**src/rtl/nste_pkg.sv**
```systemverilog
`timescale 1ns / 1ps
// Shared types and constants of the network size trimmed mean estimator.
// No dependencies.
package nste_pkg;

   localparam int DIST_W  = 32;
   localparam int PROBE_W = 31;
   localparam int EST_W   = 32;
   localparam int HELD_W  = 7;
   localparam int MOD_W   = 21;
   localparam int CFG_W   = 11;
   localparam int ADDR_W  = 2;

   localparam logic [10:0] OLD_MOD_Q10 = 11'd1229;
   localparam logic [10:0] FW_MOD_Q10  = 11'd1434;
   localparam logic [10:0] ONE_Q10     = 11'd1024;

   localparam logic [ADDR_W-1:0] CSR_SELF_FW  = 2'd0;
   localparam logic [ADDR_W-1:0] CSR_FW_SHARE = 2'd1;
   localparam logic [ADDR_W-1:0] CSR_NV_SHARE = 2'd2;

   typedef struct packed {
      logic shift;
      logic write;
      logic load_tok;
      logic rotate;
      logic count;
   } cell_ctrl_type;

endpackage

```
**src/rtl/nste_cell.sv**
```systemverilog
`timescale 1ns / 1ps
// One window cell: a held probe plus a circulating token that gathers its rank.
// Depends on nste_pkg.
module nste_cell import nste_pkg::*; #(
   parameter int RK_W = 7
) (
   input  logic               clock,
   input  cell_ctrl_type      ctrl,
   input  logic               wsel,
   input  logic               vld,
   input  logic [PROBE_W-1:0] probe,
   input  logic [PROBE_W-1:0] nxt_val,
   input  logic [PROBE_W-1:0] tok_val_i,
   input  logic               tok_vld_i,
   input  logic [RK_W-1:0]    tok_rank_i,
   output logic [PROBE_W-1:0] val,
   output logic [PROBE_W-1:0] tok_val,
   output logic               tok_vld,
   output logic [RK_W-1:0]    tok_rank,
   output logic               match
);

   logic [PROBE_W-1:0] val_ff, val_in;
   logic [PROBE_W-1:0] tok_val_ff, tok_val_in;
   logic               tok_vld_ff, tok_vld_in;
   logic [RK_W-1:0]    tok_rank_ff, tok_rank_in;
   logic               less;

   assign less = vld && tok_vld_i && (val_ff < tok_val_i);

   always_comb begin
      val_in      = val_ff;
      tok_val_in  = tok_val_ff;
      tok_vld_in  = tok_vld_ff;
      tok_rank_in = tok_rank_ff;
      if (ctrl.shift) begin
         val_in = nxt_val;
      end
      if (ctrl.write && wsel) begin
         val_in = probe;
      end
      if (ctrl.load_tok) begin
         tok_val_in  = val_ff;
         tok_vld_in  = vld;
         tok_rank_in = '0;
      end else if (ctrl.rotate) begin
         tok_val_in  = tok_val_i;
         tok_vld_in  = tok_vld_i;
         tok_rank_in = tok_rank_i + RK_W'(ctrl.count && less);
      end
   end

   // rank counts on the token as it arrives
   always_ff @(posedge clock) begin
      val_ff      <= val_in;
      tok_val_ff  <= tok_val_in;
      tok_vld_ff  <= tok_vld_in;
      tok_rank_ff <= tok_rank_in;
   end

   assign val      = val_ff;
   assign tok_val  = tok_val_ff;
   assign tok_vld  = tok_vld_ff;
   assign tok_rank = tok_rank_ff;
   assign match    = vld && (val_ff == probe);

endmodule

```
**config.mk**
```make
export PLATFORM = sky130hd
export DESIGN_NAME = nste_cell
export DESIGN_NICKNAME = d
export VERILOG_FILES = /design/src/rtl/nste_pkg.sv /design/src/rtl/nste_cell.sv
export SDC_FILE = /design/constraint.sdc
export NUM_CORES = 1
export LEC_CHECK = 0
export BUFFER_PORTS_ARGS = -buffer_cell sky130_fd_sc_hd__buf_4
export CORE_MARGIN = 2
export CORE_UTILIZATION = 45
export CTS_CLUSTER_DIAMETER = 40
export DETAILED_ROUTE_END_ITERATION = 10
export HOLD_SLACK_MARGIN = 0.12
export MAX_ROUTING_LAYER = met4
export PLACE_DENSITY = 0.77
export SETUP_SLACK_MARGIN = 0.5
export SYNTH_ARGS = -nofsm -noshare
export SYNTH_HDL_FRONTEND = slang
export SYNTH_SLANG_ARGS = --single-unit
```
**constraint.sdc**
```tcl
create_clock -name clock -period 5.7 [get_ports clock]
set_input_delay 0 -clock clock [delete_from_list [all_inputs] [get_ports clock]]
set_output_delay 0 -clock clock [all_outputs]
set_load 0.01 [all_outputs]
```
* Word-level counts from Yosys, hierarchy flattened *
Index checks and enable logic that the tools add are counted.

storage, ports and cells
  output and inout port bits = 71
  bits of input ports = 109
  flip-flop bits (word level) = 70

cells by class
  magnitude comparators = 1
  reductions and logical operators = 7
  eq/ne operators = 1
  muxes and demuxes = 6
  add/subtract/negate cells = 1

operators by type and width
  operator             count
  $mux W31             4
  $eq A31 B31 Y1       1
  $lt A31 B31 Y1       1
  $add A7 B1 Y7        1
  $logic_and A1 B1 Y1  5
  $reduce_bool A2 Y1   2
  $mux W1              2

* Longest topological paths before layout *
  depth in word-level cells = 4
  depth in mapped cells = 13
  gate-level depth less buffers = 13

* Worst setup path after synthesis *
No wires, ideal clock.

  kind = register -> register
  from = register val_ff[6] (netlist: val[6])
  to = register tok_rank_ff[6] (netlist: tok_rank[6])
  setup slack = 3.285 ns
  clock period less this slack = 2.415 ns
  data arrival time = 2.329 ns
  required time = 5.614 ns
  cell stages (with the launch flop) = 13
  library setup time = 0.086 ns
  cell sequence = edfxtp_1 > ha_1 > nand2_1 > o21ai_0 > a21oi_1 > o41ai_1 > a21oi_1 > ha_1 > ha_1 > nand3_1 > nor2_1 > xnor2_1 > a211oi_1

between the ends
  word-level cells in the longest chain between the ends = 4

RTL lines
  what                    RTL line         source
  from (decl)             nste_cell.sv:23  logic [PROBE_W-1:0] val_ff, val_in;
  from (signal assigned)  nste_cell.sv:55  val_ff <= val_in;
  $lt A31 B31 Y1          nste_cell.sv:29  assign less = vld && tok_vld_i && (val_ff < tok_val_i);
  $logic_and A1 B1 Y1     nste_cell.sv:29
  $logic_and A1 B1 Y1     nste_cell.sv:49  tok_rank_in = tok_rank_i + RK_W'(ctrl.count && less);
  $add A7 B1 Y7           nste_cell.sv:49
  to (signal assigned)    nste_cell.sv:58  tok_rank_ff <= tok_rank_in;
  to (decl)               nste_cell.sv:26  logic [RK_W-1:0] tok_rank_ff, tok_rank_in;

Every way passes these cells.
A chain may end at the register's enable or synchronous reset.

* Worst setup path after layout *
Ends and elaborated chain as after synthesis.

==> results.md <==
- Initial Util: 46.3%
- Critical Path RT: 5.98 ns
- Core Region: 8680 um2
- HPWL Detailed: about 8700 um
- R2R Path Start: val[6]
- IO Port Bufs: 179
- Gr usage total: between 20 and 30%
- Crit Path Max Fanout: 4
- Hold Crit Class: primary input to flop
- Post-DP Area: 5460 um2
- Peak VDD IR: 0.000138 V
- LEAKAGE: slightly above 3 nW
- DRC: 0
- CTS tree: yes
- First-pass DRT Iterations: 4
- Yosys reg bits: 70
- Power per cell area: around 220 nW/um2
- Setup TNS: 0 ns
- Mapped Nets: 499
- Detailed-route wire length: roughly 13000 um
- Die height: 98.5 um
- Hold_buf cts: 105
- Number of DRC markers in iteration 0: 122
- Clock tree buffer depth: 2
- Total CTS buffers: 9
- Vias in the first global route: 4220
- CTS-repair resized insts: 0
- Worst Max-Slew Pin Slew: 0.818 ns
- Max-slew headroom: 45.5%
- Final setup margin: around 1.6 ns
- Nets: 784
- Critical Path End Type: flop
- Routed vias: 3864
- Commonest non-fill, non-tap cell in the layout: buf_4
- GRT overflow: 0
- Crit start category: flop
- Dpl ws: 2.82 ns
- Layout cells sized above 1: between 30% and 40%
- Site Rows: 34
- Post-DRT Antenna Nets: 0
- CTS root buf: clkbuf_8
- Setup violations, final: 0
- Worst clock skew: 0.0102 ns
- Clk slew on worst S/H paths: around 0.08 ns
- Via-to-Cell Ratio: 5.11
- RSZ-0062 raised after global routing: no
- Netlist cell types: 29
- CP Class: flop to flop
- Max Slew Vio Count: 0
- Post-synthesis sequential area ratio: 50.6%
- Wirelength per Cell: 17.8 um
- Fin area: 6690 um2
- Largest net degree at the start of global routing: 71
- RePlAce Congestion: 0.881
- Crit path time final: 4.10 ns
- Worst hold start: ctrl[2]
- Status: finished clean
- Area delta synth->final: 66.6%
- Antenna fix cells: 0
- Syn avg cell area: about 11 um2
- Die area: 9700 um2
- Clk Latency, worst-skew pair: 0.35 ns
- Antenna violations before repair: 0
- Max Cap Viol: 0
- Setup Buffers After CTS: 0
- First-pass GRT wire length: 21000 um
- Most frequent cells in the layout: buf_4, dlygate4sd3_1, edfxtp_1
- Synth Cell Area: ~4000 um2
- Period utilization: 71.9%
- Synth warnings: 0
- Critical Path AT: 4.38 ns
- Setup crit start: val[6]
- Num ports: 180
- Clock Sinks: 70
- Peak Freq: 0.244 GHz
- Hold Vio Cnt, Final: 0
- CTS H-tree depth: 3
- Cells after synthesis: 358
- Die W: roughly 98 um
[where the power goes]
group / internal, W / leakage (nW) / switching (W)
registers: 0.000626 / 0.699 / 0.0000485
logic: 0.000243 / 2.23 / 0.000189
clock network: 0.000197 / 0.0949 / 0.000190
total: 0.00107 / 3.03 / 0.000427
[cell type report]
class / count / area [um2]
Multi-Input combinational cell: 246 / 1820
Clock inverter: 6 / 52.6
Sequential cell: 70 / 2030
Clock buffer: 10 / 128
Fill cell: 545 / 1990
Inverter: 30 / 113
Tap cell: 108 / 135
Timing Repair Buffer: 286 / 2410
[kinds of logic (layout without fill, tap and decap cells)]
family | Yosys count | in the layout | synth area share [%]
AOI/OAI and AO/OA | 62 | 62 | 8.28
xor gates and xnor gates | 36 | 36 | 7.85
adders and majority gates | 32 | 32 | 9.97
buffers and inverters | 42 | 332 | 4.08
DFF | 70 | 70 | 50.6
muxes | 35 | 35 | 9.75
and+or+nand+nor | 81 | 81 | 9.50
[through the flow]
| stage | cells | utilization, % | hold slack, ns | total power, W |
|---|---|---|---|---|
| 6_report | 756 | 77.1 | 0.163 | 0.00149 |
| 5_1_grt | 756 | 77.1 | 0.186 | 0.00156 |
| 4_1_cts | 756 | 77.1 | 0.151 | 0.00149 |
| 3_5_place_dp | 635 | 62.9 | 0.307 | 0.00104 |
| 3_3_place_gp | 635 | 62.9 | 0.303 | 0.00103 |
| 2_1_floorplan | 358 | - | 0.118 | 0.000840 |
[layer usage]
metal | global-route usage, % | vias up | share of wire [%]
met5 | - | - | 0
met4 | 10.4 | 0 | 2.7
met3 | 5.18 | 32 | 5.7
met2 | 53.3 | 177 | 55
met1 | 30.4 | 1809 | 37
li1 | - | 1846 | -
[state kept, by name, indices dropped and copies added, names as in the netlist]
| register | flops |
|---|---|
| tok_vld | 1 |
| tok_rank | 7 |
| val | 31 |
| tok_val | 31 |
[worst max-delay path, cell delays in order (launching register included)]
cell and delay, ns:
edfxtp_1 0.49, ha_1 0.34, nand2_1 0.07, o21ai_0 0.15, a21oi_1 0.07, o41ai_1 0.58, a21oi_1 0.16, ha_1 0.23
ha_1 0.21, nand3_1 0.12, nor2_1 0.07, xnor2_1 0.13, dlygate4sd3_1 0.57, a211oi_1 0.27, dlygate4sd3_1 0.58
[worst paths after layout]
path,end,slack (ns),cells past startpoint
setup / recovery,tok_rank[6],1.60,14
hold / removal,tok_rank[1],0.16,2
setup reg to reg,tok_rank[6],1.60,14
hold reg to reg,tok_rank[2],0.51,2
[synth_stat cells, drive strengths merged]
| master | instances | share of area, % |
|---|---|---|
| nor4 | 7 | 1.6 |
| inv | 30 | 2.8 |
| mux2 | 33 | 9.2 |
| xnor2 | 10 | 2.2 |
| a211oi | 5 | 0.93 |
| o211ai | 1 | 0.19 |
| nand2 | 46 | 4.3 |
| a21oi | 17 | 2.1 |
| and3 | 1 | 0.16 |
| a221oi | 1 | 0.22 |
| o21ai | 37 | 4.6 |
| buf | 5 | 0.62 |
| and4 | 2 | 0.44 |
| nor2b | 2 | 0.31 |
| nand3 | 3 | 0.37 |
| mux2i | 2 | 0.50 |
| nand4b | 1 | 0.22 |
| dfxtp | 7 | 3.5 |
| o41ai | 1 | 0.22 |
| clkbuf | 7 | 0.65 |
| xor2 | 26 | 5.7 |
| edfxtp | 63 | 47 |
| or2 | 1 | 0.16 |
| nand4 | 4 | 0.62 |
| ha | 32 | 10 |
| nand2b | 1 | 0.16 |
| nor2 | 13 | 1.2 |
Power figures use the tool's default switching activity.
