--- src/rtl/nste_pkg.sv ---
`timescale 1ns / 1ps
// Shared types and constants of the network size trimmed mean estimator.
// No dependencies.
package nste_pkg;

   localparam int DIST_W  = 32;
   localparam int PROBE_W = 31;
   localparam int EST_W   = 32;
   localparam int HELD_W  = 7;
   localparam int MOD_W   = 21;
   localparam int CFG_W   = 11;
   localparam int ADDR_W  = 2;

   localparam logic [10:0] OLD_MOD_Q10 = 11'd1229;
   localparam logic [10:0] FW_MOD_Q10  = 11'd1434;
   localparam logic [10:0] ONE_Q10     = 11'd1024;

   localparam logic [ADDR_W-1:0] CSR_SELF_FW  = 2'd0;
   localparam logic [ADDR_W-1:0] CSR_FW_SHARE = 2'd1;
   localparam logic [ADDR_W-1:0] CSR_NV_SHARE = 2'd2;

   typedef struct packed {
      logic shift;
      logic write;
      logic load_tok;
      logic rotate;
      logic count;
   } cell_ctrl_type;

endpackage

--- src/rtl/nste_div.sv ---
`timescale 1ns / 1ps
// Restoring divider, one quotient bit per cycle.
// Depends on nste_pkg.
module nste_div import nste_pkg::*; #(
   parameter int DVD_W = 39
) (
   input  logic              clock,
   input  logic              reset,
   input  logic              start,
   input  logic [DVD_W-1:0]  dividend,
   input  logic [DIST_W-1:0] divisor,
   output logic              done,
   output logic [DVD_W-1:0]  quotient
);

   localparam int CNT_W = $clog2(DVD_W + 1);

   logic [DVD_W-1:0]  q_ff, q_in;
   logic [DIST_W:0]   rem_ff, rem_in;
   logic [DIST_W-1:0] dvs_ff, dvs_in;
   logic [CNT_W-1:0]  cnt_ff, cnt_in;
   logic              done_ff, done_in;
   logic [DIST_W:0]   trial;
   logic [DIST_W+1:0] diff;

   assign trial = {rem_ff[DIST_W-1:0], q_ff[DVD_W-1]};
   assign diff  = {1'b0, trial} - {2'b00, dvs_ff};

   always_comb begin
      q_in    = q_ff;
      rem_in  = rem_ff;
      dvs_in  = dvs_ff;
      cnt_in  = cnt_ff;
      done_in = 1'b0;
      if (start) begin
         q_in   = dividend;
         rem_in = '0;
         dvs_in = divisor;
         cnt_in = CNT_W'(DVD_W);
      end else if (cnt_ff != '0) begin
         if (diff[DIST_W+1]) begin
            rem_in = trial;
            q_in   = {q_ff[DVD_W-2:0], 1'b0};
         end else begin
            rem_in = diff[DIST_W:0];
            q_in   = {q_ff[DVD_W-2:0], 1'b1};
         end
         cnt_in  = cnt_ff - CNT_W'(1);
         done_in = (cnt_ff == CNT_W'(1));
      end
   end

   always_ff @(posedge clock) begin
      if (reset) begin
         cnt_ff  <= '0;
         done_ff <= 1'b0;
      end else begin
         cnt_ff  <= cnt_in;
         done_ff <= done_in;
      end
      q_ff   <= q_in;
      rem_ff <= rem_in;
      dvs_ff <= dvs_in;
   end

   assign done     = done_ff;
   assign quotient = q_ff;

endmodule

--- config.mk ---
export PLATFORM = sky130hd
export DESIGN_NAME = nste_div
export DESIGN_NICKNAME = d
export VERILOG_FILES = /design/src/rtl/nste_pkg.sv /design/src/rtl/nste_div.sv
export SDC_FILE = /design/constraint.sdc
export NUM_CORES = 1
export LEC_CHECK = 0
export ABC_AREA = 0
export ABC_CLOCK_PERIOD_IN_PS = 3000
export BUFFER_PORTS_ARGS = -buffer_cell sky130_fd_sc_hd__buf_4
export CAP_MARGIN = 20
export CELL_PAD_IN_SITES_DETAIL_PLACEMENT = 1
export CELL_PAD_IN_SITES_GLOBAL_PLACEMENT = 2
export CORE_AREA = 2 2 142 144
export CTS_BUF_LIST = sky130_fd_sc_hd__clkbuf_4 sky130_fd_sc_hd__clkbuf_8
export DETAILED_ROUTE_END_ITERATION = 10
export DIE_AREA = 0 0 144 146
export PLACE_DENSITY = 0.84
export SYNTH_ARGS = -nofsm -noshare
export SYNTH_HDL_FRONTEND = slang
export SYNTH_SLANG_ARGS = --single-unit
--- constraint.sdc ---
create_clock -name clock -period 3 [get_ports clock]
set_clock_uncertainty 0.2 [all_clocks]
set_input_delay 0.9 -clock clock [delete_from_list [all_inputs] [get_ports clock]]
set_output_delay 0.9 -clock clock [all_outputs]
set_load 0.1 [all_outputs]
* Yosys cells after proc, flatten, opt, wreduce, memory -nomap -nowiden
Cells that the tools add are included.
Word-level totals: register bits 110, memories kept 0, input bits 74, bits in latches 0, output and inout port bits 40, logic and storage cells 20, bits in read-only memories 0, memory bits (writable) 0
Cells by class: reductions and logical operators 4, $mul 0, add/subtract/negate cells 2, $lt $le $gt $ge 0, multiplexer cells 6, eq/ne operators 1, divide/modulo/power cells 0, bitwise logic cells 1, shifts and indexed selects 0
Operator list (number):
- $mux W39 | 2
- $sub A33 B32 Y34 | 1
- $mux W32 | 1
- $mux W6 | 2
- $eq A6 B1 Y1 const B | 1
- $reduce_bool A6 Y1 | 1
- $sub A6 B1 Y6 const B | 1
- $reduce_or A3 Y1 | 1
- $reduce_bool A2 Y1 | 1
- $reduce_or A2 Y1 | 1
- $mux W1 | 1
- $not A1 Y1 | 1

* Longest topological paths before layout
Gate-level depths: netlist (run 1).
depth after elaboration 4, gate-level depth with buffers 14, depth with buffers taken out 13

* Least setup slack after synthesis (run 1)
No wires, ideal clock.
kind register to register, from register q_ff[38] (netlist: quotient[38]), to register rem_ff[20], data required time 2.655 ns, arrival time 3.021 ns, clock period less this slack 3.366 ns, setup slack -0.366 ns, path buffers 0, cell stages (with the launch flop) 14, cell sequence edfxtp_1 > inv_1 > ha_1 > inv_1 > fa_1 > a21oi_1 > nand4b_1 > a21oi_1 > o211a_1 > o211ai_1 > a21oi_1 > or3_1 > a31oi_1 > a211oi_1
On the way: word-level cells in the longest chain between the ends 2
Ends and longest elaborated chain:
- from (decl) | RTL line nste_div.sv:18 | logic [DVD_W-1:0] q_ff, q_in;
- from (signal assigned) | RTL line nste_div.sv:61 | q_ff <= q_in;
- $sub A33 B32 Y34 | RTL line nste_div.sv:27 | assign diff = {1'b0, trial} - {2'b00, dvs_ff};
- $mux W32 | RTL line nste_div.sv:41 | if (diff[DIST_W+1]) begin
- to (signal assigned) | RTL line nste_div.sv:62 | rem_ff <= rem_in;
- to (decl) | RTL line nste_div.sv:19 | logic [DIST_W:0] rem_ff, rem_in;
No other way between the ends. A chain may end at the register's enable or synchronous reset.

* Worst setup path in the final report (run 1)
from register q_ff[38] (netlist: quotient[38]), to register rem_ff[16]
Same word-level chain as after synthesis.

==> impl_metrics.py, run 1 <==
metrics = {
    "outcome": {
        "run_status": "finished with violations",
        "violations": "setup timing",
    },
    "logic_synthesis": {
        "synthTopCellsByCount": "edfxtp_1, nor2_1, nand2_1",
        "synthXorXnorAreaFrac_pct": 3.187,
        "synthesis.nets": 707,
        "synthCells": 597,
        "yosysTopAreaCell": "edfxtp_1",
        "ys_warn_count": 0,
        "ys_ff_latch": 110,
        "synth_fa_ha_area_share_pct": 7.246,
        "synth_top_family_by_area": "compound AO/OA/AOI/OAI gates",
        "synth-simple-area-share_pct": 11.05,
        "netlist_area_mm2": 0.006320,
        "synthArstFlopShare_pct": 0,
        "synth_area_leaders": "edfxtp_1, dfxtp_1, mux2_2",
        "synth_flop_cell": "edfxtp_1",
        "synth_compound_area_share_pct": 19.66,
        "muxShareOfSynthArea_pct": 7.602,
        "avgSynthCellArea_um2": 10.59,
        "synth_edf_count": 71,
        "ys_seq_area_share_pct": 46.09,
        "yosysMostFrequentCell": "edfxtp_1",
        "ys_types": 61,
        "synth_top_area_share_pct": 33.74,
    },
    "global_routing": {
        "overflow": 0,
        "grtUsageTotal_pct": 17.40,
        "grt_max_degree": 50,
        "grt_pass1_wl_um": 28780,
        "grt_antenna_before_repair": 0,
        "grt_pass1_vias": 5600,
    },
    "cells_and_area": {
        "nNetsFinal": 856,
        "diodes": 0,
        "n_fill_cell": 2139,
        "layout-drive-gt1-share_pct": 39.07,
        "area_growth_pct": 32.51,
    },
    "setup_path": {
        "reg2reg_from": "quotient[38]",
        "crit_required_ns": 3.06,
        "cp-endpoint": "rem_ff[16]",
        "slowest_stage": "edfxtp_1",
        "arrival_ns": 3.10,
        "criticalPathCategory": "reg -> reg",
        "cpLargestDelayFamily": "compound AO/OA/AOI/OAI gates",
        "endpoint_kind": "flop",
        "max_stage_delay_ns": 0.41,
        "reg2reg_slack_ns": -0.04,
        "r2r-end": "rem_ff[16]",
        "path_buf_inv": 2,
        "critPathLaunchType": "flop",
        "worstRegToRegCells": 13,
        "crit_start": "quotient[38]",
        "worstPathMaxFanout": 3,
        "path_cells": "inv_2, ha_4, inv_2, fa_2, a21oi_2, nand4b_1, a21oi_2, o211a_1, o211ai_1, a21boi_2, or4_1, o211ai_1, a21oi_1",
        "cp.depth": 13,
    },
    "timing": {
        "setup_slack_ns": -0.04098,
        "fmax_mhz": 328.8,
        "drv_slew": 0,
        "max_slew_margin_pct": 48.35,
        "fin_crit_sh_pct": 101.4,
        "setup_viol": 6,
        "min_period_ns": 3.041,
        "tightest_slew_ns": 0.7748,
        "fin_setup_tns_ns": -0.07857,
        "hold_viol_final": 0,
        "rsz0062_at_grt": "true",
    },
    "clock_tree": {
        "cts_buffer_depth": 2,
        "cts_tree": "yes",
        "h-tree-depth": 3,
        "clock_sinks": 110,
        "cts-root-buf": "clkbuf_8",
        "clk_pin_slew_ns": 0.12,
        "numCtsBuffers": 9,
        "insertion_delay_ns": 0.41,
    },
    "floorplan": {
        "die-area_mm2": 0.02102,
        "io_pins": 114,
        "dieHeight_um": 146,
        "initial_utilization_pct": 32.69,
        "fp-row-count": 51,
        "dieWidth_um": 144,
        "core_area_mm2": 0.01933,
    },
    "pwr": {
        "p_int_uw": 4463,
        "fin_total_pwr_uw": 8046,
        "seqPwrFrac_pct": 27.6,
        "powerDensity_mw_per_mm2": 960.8,
        "pwr-share-comb_pct": 60.4,
        "ir_worst_vdd_uv": 477.1,
        "clkPwrFrac_pct": 12.1,
        "swShare_pct": 44.53,
        "p_sw_uw": 3583,
        "p_leak_uw": 0.003586,
    },
    "hold_path": {
        "hold_class": "reg -> reg",
    },
    "run": {
        "max-cap-violations": 0,
    },
    "drt": {
        "drtIter0Drc": 199,
        "drcViolationCount": 0,
        "final_antenna_net_count": 0,
        "drt-total-wl_um": 18400,
        "routed_via_density": 5.066,
        "route.vias.total": 5142,
        "dr.pass1.iters": 4,
        "routedWlPerCell_um": 18.13,
    },
    "place": {
        "gp_congestion": 0.8284,
        "dp_hpwl_um": 12710,
        "io_buffers": 113,
    },
}
-- power groups by stage --
stage	combinational, µW	clock [µW]	sequential [µW]
after floorplan	2300	0	2800
after global placement	3790	0	2200
after detailed placement	3890	0	2210
after CTS	4300	1020	2190
after global routing	5200	1070	2260
final	4860	970	2220
-- worst min-delay path by stage --
stage,startpoint,cells past startpoint,slack [ns],endpoint
after floorplan,rem_ff[12],2,0.24,rem_ff[12]
final,rem_ff[12],2,0.28,rem_ff[12]
after global placement,rem_ff[12],2,0.26,rem_ff[12]
after CTS,rem_ff[12],2,0.28,rem_ff[12]
after global routing,rem_ff[17],2,0.31,rem_ff[17]
after detailed placement,rem_ff[12],2,0.26,rem_ff[12]
-- repair_timing --
action                                  CTS  global route
endpoints found under the hold margin     0             0
gates resized for setup                   9            62
setup buffers                             7            12
hold buffers                              0             0
cloned                                    3             2
pin swaps                                11            37
endpoints found under the setup margin    8            32
-- per-stage QoR --
stage / cell area, µm² / utilization (%) / instances / setup slack, ns / hold slack [ns]
after floorplan: 6334 / - / 597 / -0.3148 / 0.2441
after global placement: 7611 / 39.36 / 977 / -0.02417 / 0.2600
after detailed placement: 7611 / 39.36 / 977 / -0.08881 / 0.2635
after CTS: 7988 / 41.31 / 1002 / -0.03332 / 0.2815
after global routing: 8374 / 43.31 / 1015 / -0.2201 / 0.3070
final: 8374 / 43.31 / 1015 / -0.04098 / 0.2800
-- kinds of logic (layout without fill, tap and decap cells) --
logic type	after synthesis	after routing
compound gates	162	162
flops	110	110
fa+ha+maj	36	36
mux	43	43
buf+inv	71	224
simple gates	152	152
xor+xnor	23	23
-- layout make-up --
class                      instances  area, µm²  share of cell area (%)
clock inverter                     6      78.83                  0.9413
timing repair buffer             166       1398                   16.69
inverter                          43      161.4                   1.927
tap                              265      331.6                   3.959
clock buffer                       9      123.9                   1.479
sequential                       110       2913                   34.78
multi-input combinational        416       3368                   40.22
-- cells in the final DEF (no fill, tap or decap), types with 4 or more instances in the layout --
cell type / n
buf_4: 153
edfxtp_1: 71
nor2_1: 44
nand2_1: 42
inv_1: 39
mux2_2: 39
dfxtp_1: 39
a21oi_1: 30
ha_1: 29
a21o_1: 17
xnor2_1: 16
a311oi_2: 14
o21ai_0: 14
nor3_1: 11
a21oi_2: 10
nand3_1: 9
o211ai_1: 9
clkbuf_8: 9
a211oi_2: 8
o21ai_1: 8
and3_1: 7
xor2_1: 7
o21bai_1: 6
a211oi_1: 6
ha_4: 6
and2_1: 5
buf_12: 5
inv_2: 4
o21a_1: 4
o21ai_2: 4
nand2b_1: 4
o211a_1: 4
nor2_2: 4
-- registers in the layout, indices dropped and copies added, names as in the netlist --
signal	flops
done	1
dvs_ff	32
cnt_ff	6
quotient	39
rem_ff	32
-- worst min-delay path: cells and delay by family (launching register included) --
kind,cells,cell delay (ns)
AND/OR/NAND/NOR,1,0.06
flip-flops,1,0.35
AO/OA/AOI/OAI,1,0.05
-- layer usage --
| layer | vias to the layer above | share of wire, % | routed length [µm] | GRT usage [%] |
|---|---|---|---|---|
| met5 | - | 0 | 0 | 0 |
| met4 | 0 | 0.95 | 174 | 3.088 |
| met3 | 12 | 6.2 | 1134 | 5.923 |
| met2 | 119 | 51 | 9313 | 30.05 |
| met1 | 2513 | 42 | 7779 | 21.15 |
| li1 | 2498 | - | - | - |
(Power assumes the default switching activity.)
==> run 2: changes to the inputs <==
BUFFER_PORTS_ARGS = unset   (was -buffer_cell sky130_fd_sc_hd__buf_4)
CORE_AREA = 2 2 132 134   (was 2 2 142 144)
DIE_AREA = 0 0 134 136   (was 0 0 144 146)
DONT_BUFFER_PORTS = 1   (was unset)
==> impl_metrics.py, run 2 (same netlist as run 1, synthesis figures left out) <==
metrics = {
    "cells_and_area": {
        "area_growth_pct": 15.32,
        "register_area_mm2": 0.002913,
        "mostFrequentLayoutCells": "edfxtp_1, nor2_1, nand2_1",
        "n_fill_cell": 1850,
        "multiInputGateArea_mm2": 0.003228,
        "largest_reg_flops": 39,
        "fin_util_pct": 43.19,
        "fin_cells": 861,
        "nNetsFinal": 740,
        "layout_commonest_cell": "edfxtp_1",
        "layout-drive-gt1-share_pct": 25.04,
    },
    "place": {
        "pre_cts_ws_ns": -0.006767,
        "gp_congestion": 0.8490,
        "dp.cells": 825,
        "io_buffers": 0,
        "dp_hpwl_um": 11480,
    },
    "timing": {
        "hold_viol_final": 0,
        "setup_slack_ns": -0.03264,
        "drv_slew": 0,
        "fin_crit_sh_pct": 101.1,
        "setup_viol": 2,
        "rsz0062_at_grt": "true",
        "fin_hold_ws_ns": 0.2804,
        "tightest_slew_ns": 0.9745,
        "min_period_ns": 3.033,
        "max_slew_margin_pct": 35.03,
        "fmax_mhz": 329.7,
    },
    "clock_tree": {
        "cts_buffer_depth": 2,
        "h-tree-depth": 3,
        "cts_tree": "yes",
        "clock_sinks": 110,
        "cts-root-buf": "clkbuf_8",
        "clk_pin_slew_ns": 0.11,
        "numCtsBuffers": 9,
        "cts-hold-fix-buffers": 0,
        "insertion_delay_ns": 0.41,
    },
    "setup_path": {
        "worstRegToRegCells": 14,
        "arrival_ns": 3.17,
        "endpoint_kind": "flop",
        "crit_start": "quotient[38]",
        "reg2reg_slack_ns": -0.03,
        "crit_required_ns": 3.14,
        "r2r-end": "rem_ff[28]",
        "criticalPathCategory": "reg -> reg",
        "critPathLaunchType": "flop",
        "cp-endpoint": "rem_ff[28]",
        "worstPathMaxFanout": 3,
        "reg2reg_from": "quotient[38]",
    },
    "outcome": {
        "violations": "setup timing",
        "run_status": "finished with violations",
    },
    "drt": {
        "drtIter0Drc": 183,
        "dr.pass1.iters": 4,
        "route.vias.total": 4630,
        "final_antenna_net_count": 0,
        "drcViolationCount": 0,
        "routed_via_density": 5.377,
        "drt-total-wl_um": 16210,
        "routedWlPerCell_um": 18.82,
    },
    "floorplan": {
        "core_area_mm2": 0.01688,
        "io_pins": 114,
        "dieWidth_um": 134,
        "die-area_mm2": 0.01822,
        "dieHeight_um": 136,
        "fp-row-count": 48,
        "initial_utilization_pct": 37.45,
    },
    "run": {
        "max-cap-violations": 0,
    },
    "pwr": {
        "powerDensity_mw_per_mm2": 1013,
        "ir_worst_vdd_uv": 465.1,
        "pwr-share-comb_pct": 49.3,
        "p_sw_uw": 3325,
        "p_leak_uw": 0.002993,
        "seqPwrFrac_pct": 38.4,
        "swShare_pct": 45.05,
        "p_int_uw": 4055,
        "clkPwrFrac_pct": 12.3,
    },
    "global_routing": {
        "grt_pass1_vias": 4977,
        "overflow": 0,
        "grtUsageTotal_pct": 17.77,
        "grt_max_degree": 96,
        "grt_antenna_before_repair": 0,
        "grt_pass1_wl_um": 25510,
    },
    "hold_path": {
        "hold_class": "reg -> reg",
    },
}
run 2: power groups by stage:
stage / Sequential, µW / Clock (µW) / Combinational (µW)
after global placement: 2840 / 0 / 2890
after CTS: 2830 / 948 / 3020
after floorplan: 2800 / 0 / 2300
after detailed placement: 2850 / 0 / 2980
after global routing: 2880 / 991 / 3980
final: 2830 / 909 / 3640
run 2: critical path, stage by stage, from the launching register on:
cell      delay [ns]
edfxtp_1        0.42
inv_2           0.09
ha_4            0.13
inv_2           0.04
fa_2            0.35
a21oi_2         0.15
nand4b_1        0.16
a21oi_2         0.08
o211a_1         0.24
buf_4           0.14
a21boi_2        0.13
o21ai_2         0.09
o31a_1          0.28
a211o_1         0.29
a211oi_2        0.16
run 2: how the worst min path moves through the flow:
stage / start / endpoint / slack (ns) / depth (start not counted)
floorplan: rem_ff[12] / rem_ff[12] / 0.24 / 2
global placement: rem_ff[17] / rem_ff[17] / 0.25 / 2
detailed placement: rem_ff[12] / rem_ff[12] / 0.27 / 2
CTS: rem_ff[12] / rem_ff[12] / 0.29 / 2
global route: rem_ff[12] / rem_ff[12] / 0.31 / 2
finish: rem_ff[12] / rem_ff[12] / 0.28 / 2
run 2: layout make-up:
type / count / share of cell area [%]
Antenna cell: 1 / 0.03433
Clock buffer: 10 / 1.803
Clock inverter: 6 / 0.8927
Inverter: 43 / 2.215
Multi-Input combinational cell: 416 / 44.29
Sequential cell: 110 / 39.97
Tap cell: 225 / 3.863
Timing Repair Buffer: 50 / 6.936
run 2: per-layer routing:
| layer | vias to the layer above | global-route usage [%] | routed length, µm |
|---|---|---|---|
| met5 | - | 0 | 0 |
| met4 | 0 | 5.024 | 244 |
| met3 | 17 | 6.413 | 1129 |
| met2 | 130 | 30.11 | 7768 |
| met1 | 2224 | 21.32 | 7064 |
| li1 | 2259 | - | - |
run 2: stage by stage:
stage	power (µW)	setup TNS (ns)	cell area, µm²
4_1_cts	6794	-0.03693	6932
6_report	7380	-0.04280	7288
5_1_grt	7853	-1.801	7286
3_3_place_gp	5735	0	6695
2_1_floorplan	5099	-3.703	6334
3_5_place_dp	5827	-0.01038	6695
run 2: what timing repair did:
| item | CTS | global route |
|---|---|---|
| buffers inserted | 3 | 12 |
| endpoints found under the setup margin | 6 | 22 |
| gates cloned | 0 | 4 |
| resized for setup | 5 | 34 |
| pin swaps | 10 | 22 |
| endpoints found under the hold margin | 0 | 0 |
==> run 3: changes to the inputs <==
CELL_PAD_IN_SITES_DETAIL_PLACEMENT = 2   (was 1)
PLACE_DENSITY = 0.87   (was 0.84)
RECOVER_POWER = 25   (was unset)
==> impl_metrics.py, run 3 (same netlist as run 1, synthesis figures left out) <==
metrics = {
    "outcome": {
        "run_status": "finished with violations",
        "violations": "setup timing",
    },
    "cells_and_area": {
        "layout-drive-gt1-share_pct": 26.75,
        "mostFrequentLayoutCells": "edfxtp_1, nor2_1, buf_4",
        "nNetsFinal": 748,
        "fin_util_pct": 43.40,
        "area_growth_pct": 15.90,
        "diodes": 0,
        "largest_reg_flops": 39,
        "layout_commonest_cell": "edfxtp_1",
    },
    "run": {
        "max-cap-violations": 0,
    },
    "global_routing": {
        "overflow": 0,
        "grt_max_degree": 96,
        "grtUsageTotal_pct": 21.74,
        "grt_pass1_vias": 5669,
        "grt_antenna_before_repair": 0,
        "grt_pass1_wl_um": 30540,
    },
    "pwr": {
        "p_sw_uw": 3632,
        "swShare_pct": 46.82,
        "p_int_uw": 4125,
        "clkPwrFrac_pct": 12.0,
        "powerDensity_mw_per_mm2": 1059,
        "ir_worst_vdd_uv": 408.6,
        "seqPwrFrac_pct": 36.7,
        "pwr-share-comb_pct": 51.2,
        "p_leak_uw": 0.003018,
    },
    "setup_path": {
        "critPathLaunchType": "flop",
        "criticalPathCategory": "reg -> reg",
        "arrival_ns": 3.26,
        "crit_required_ns": 3.09,
        "endpoint_kind": "flop",
        "worstPathMaxFanout": 3,
    },
    "hold_path": {
        "hold_class": "reg -> reg",
    },
    "drt": {
        "drcViolationCount": 0,
        "drt-total-wl_um": 20260,
        "routedWlPerCell_um": 23.34,
        "final_antenna_net_count": 0,
        "route.vias.total": 4951,
        "drtIter0Drc": 188,
        "dr.pass1.iters": 4,
        "routed_via_density": 5.704,
    },
    "timing": {
        "setup_slack_ns": -0.1620,
        "fin_crit_sh_pct": 105.4,
        "min_period_ns": 3.162,
        "tightest_slew_ns": 0.9762,
        "max_slew_margin_pct": 34.92,
        "rsz0062_at_grt": "true",
        "drv_slew": 0,
        "setup_viol": 27,
        "hold_viol_final": 0,
        "fmax_mhz": 316.3,
    },
    "floorplan": {
        "initial_utilization_pct": 37.45,
        "dieHeight_um": 136,
        "core_area_mm2": 0.01688,
        "dieWidth_um": 134,
        "io_pins": 114,
        "fp-row-count": 48,
        "die-area_mm2": 0.01822,
    },
    "clock_tree": {
        "numCtsBuffers": 9,
        "h-tree-depth": 3,
        "cts_buffer_depth": 2,
        "insertion_delay_ns": 0.42,
        "cts_tree": "yes",
        "cts-root-buf": "clkbuf_8",
        "clk_pin_slew_ns": 0.12,
        "cts-hold-fix-buffers": 0,
        "clock_sinks": 110,
    },
    "place": {
        "io_buffers": 0,
        "gp_congestion": 0.8327,
        "pre_cts_ws_ns": -0.1114,
        "dp_hpwl_um": 13130,
    },
}
[run 3: path summary, 6_finish.rpt]
path,start,to,slack [ns],cells after the start
worst max-delay path,quotient[38],rem_ff[16],-0.16,13
worst max register to register,quotient[38],rem_ff[16],-0.16,13
worst min register to register,rem_ff[11],rem_ff[11],0.28,2
worst min-delay path,rem_ff[11],rem_ff[11],0.28,2
[run 3: critical path, stage by stage (launching register included)]
cell	delay, ns
edfxtp_1	0.43
inv_2	0.10
ha_4	0.15
inv_2	0.04
fa_2	0.35
a21oi_2	0.17
nand4b_1	0.19
a21oi_2	0.10
o211a_1	0.26
o211ai_1	0.28
a21boi_1	0.13
or4_1	0.41
o211ai_1	0.13
a21oi_1	0.11
[run 3: power by group through the flow]
| stage | sequential [µW] | clock, µW | combinational, µW |
|---|---|---|---|
| finish | 2850 | 934 | 3970 |
| global route | 2890 | 1010 | 4290 |
| CTS | 2840 | 960 | 3560 |
| detailed placement | 2860 | 0 | 3130 |
| global placement | 2850 | 0 | 2910 |
| floorplan | 2800 | 0 | 2300 |
[run 3: per-layer routing]
metal  vias to the layer above  global-route usage (%)  part of all wire [%]
li1                       2281                       -                     -
met1                      2478                   23.44                    39
met2                       157                   40.91                    53
met3                        35                   6.488                   5.8
met4                         0                   6.501                   2.1
met5                         -                       0                     0
[run 3: stage by stage]
stage	setup TNS [ns]	hold WS, ns	cells	total power (µW)	area, µm²
floorplan	-3.703	0.2441	597	5099	6334
global placement	0	0.2582	827	5763	6723
detailed placement	-0.9718	0.2751	827	5990	6723
CTS	-0.3056	0.2938	855	7357	7113
global route	-5.445	0.3064	868	8196	7325
finish	-1.644	0.2797	868	7757	7325
[run 3: repair_timing]
action / CTS / global route
gates cloned: 2 / 2
pin swaps: 15 / 23
resized for setup: 19 / 27
endpoints found under the setup margin: 20 / 32
setup buffers: 10 / 13
[run 3: layout make-up]
| type | count | area, µm² |
|---|---|---|
| Inverter | 43 | 161.4 |
| Multi-Input combinational cell | 416 | 3231 |
| Clock buffer | 10 | 131.4 |
| Fill cell | 1743 | 9552 |
| Sequential cell | 110 | 2913 |
| Clock inverter | 6 | 62.56 |
| Tap cell | 225 | 281.5 |
| Timing Repair Buffer | 58 | 544.3 |
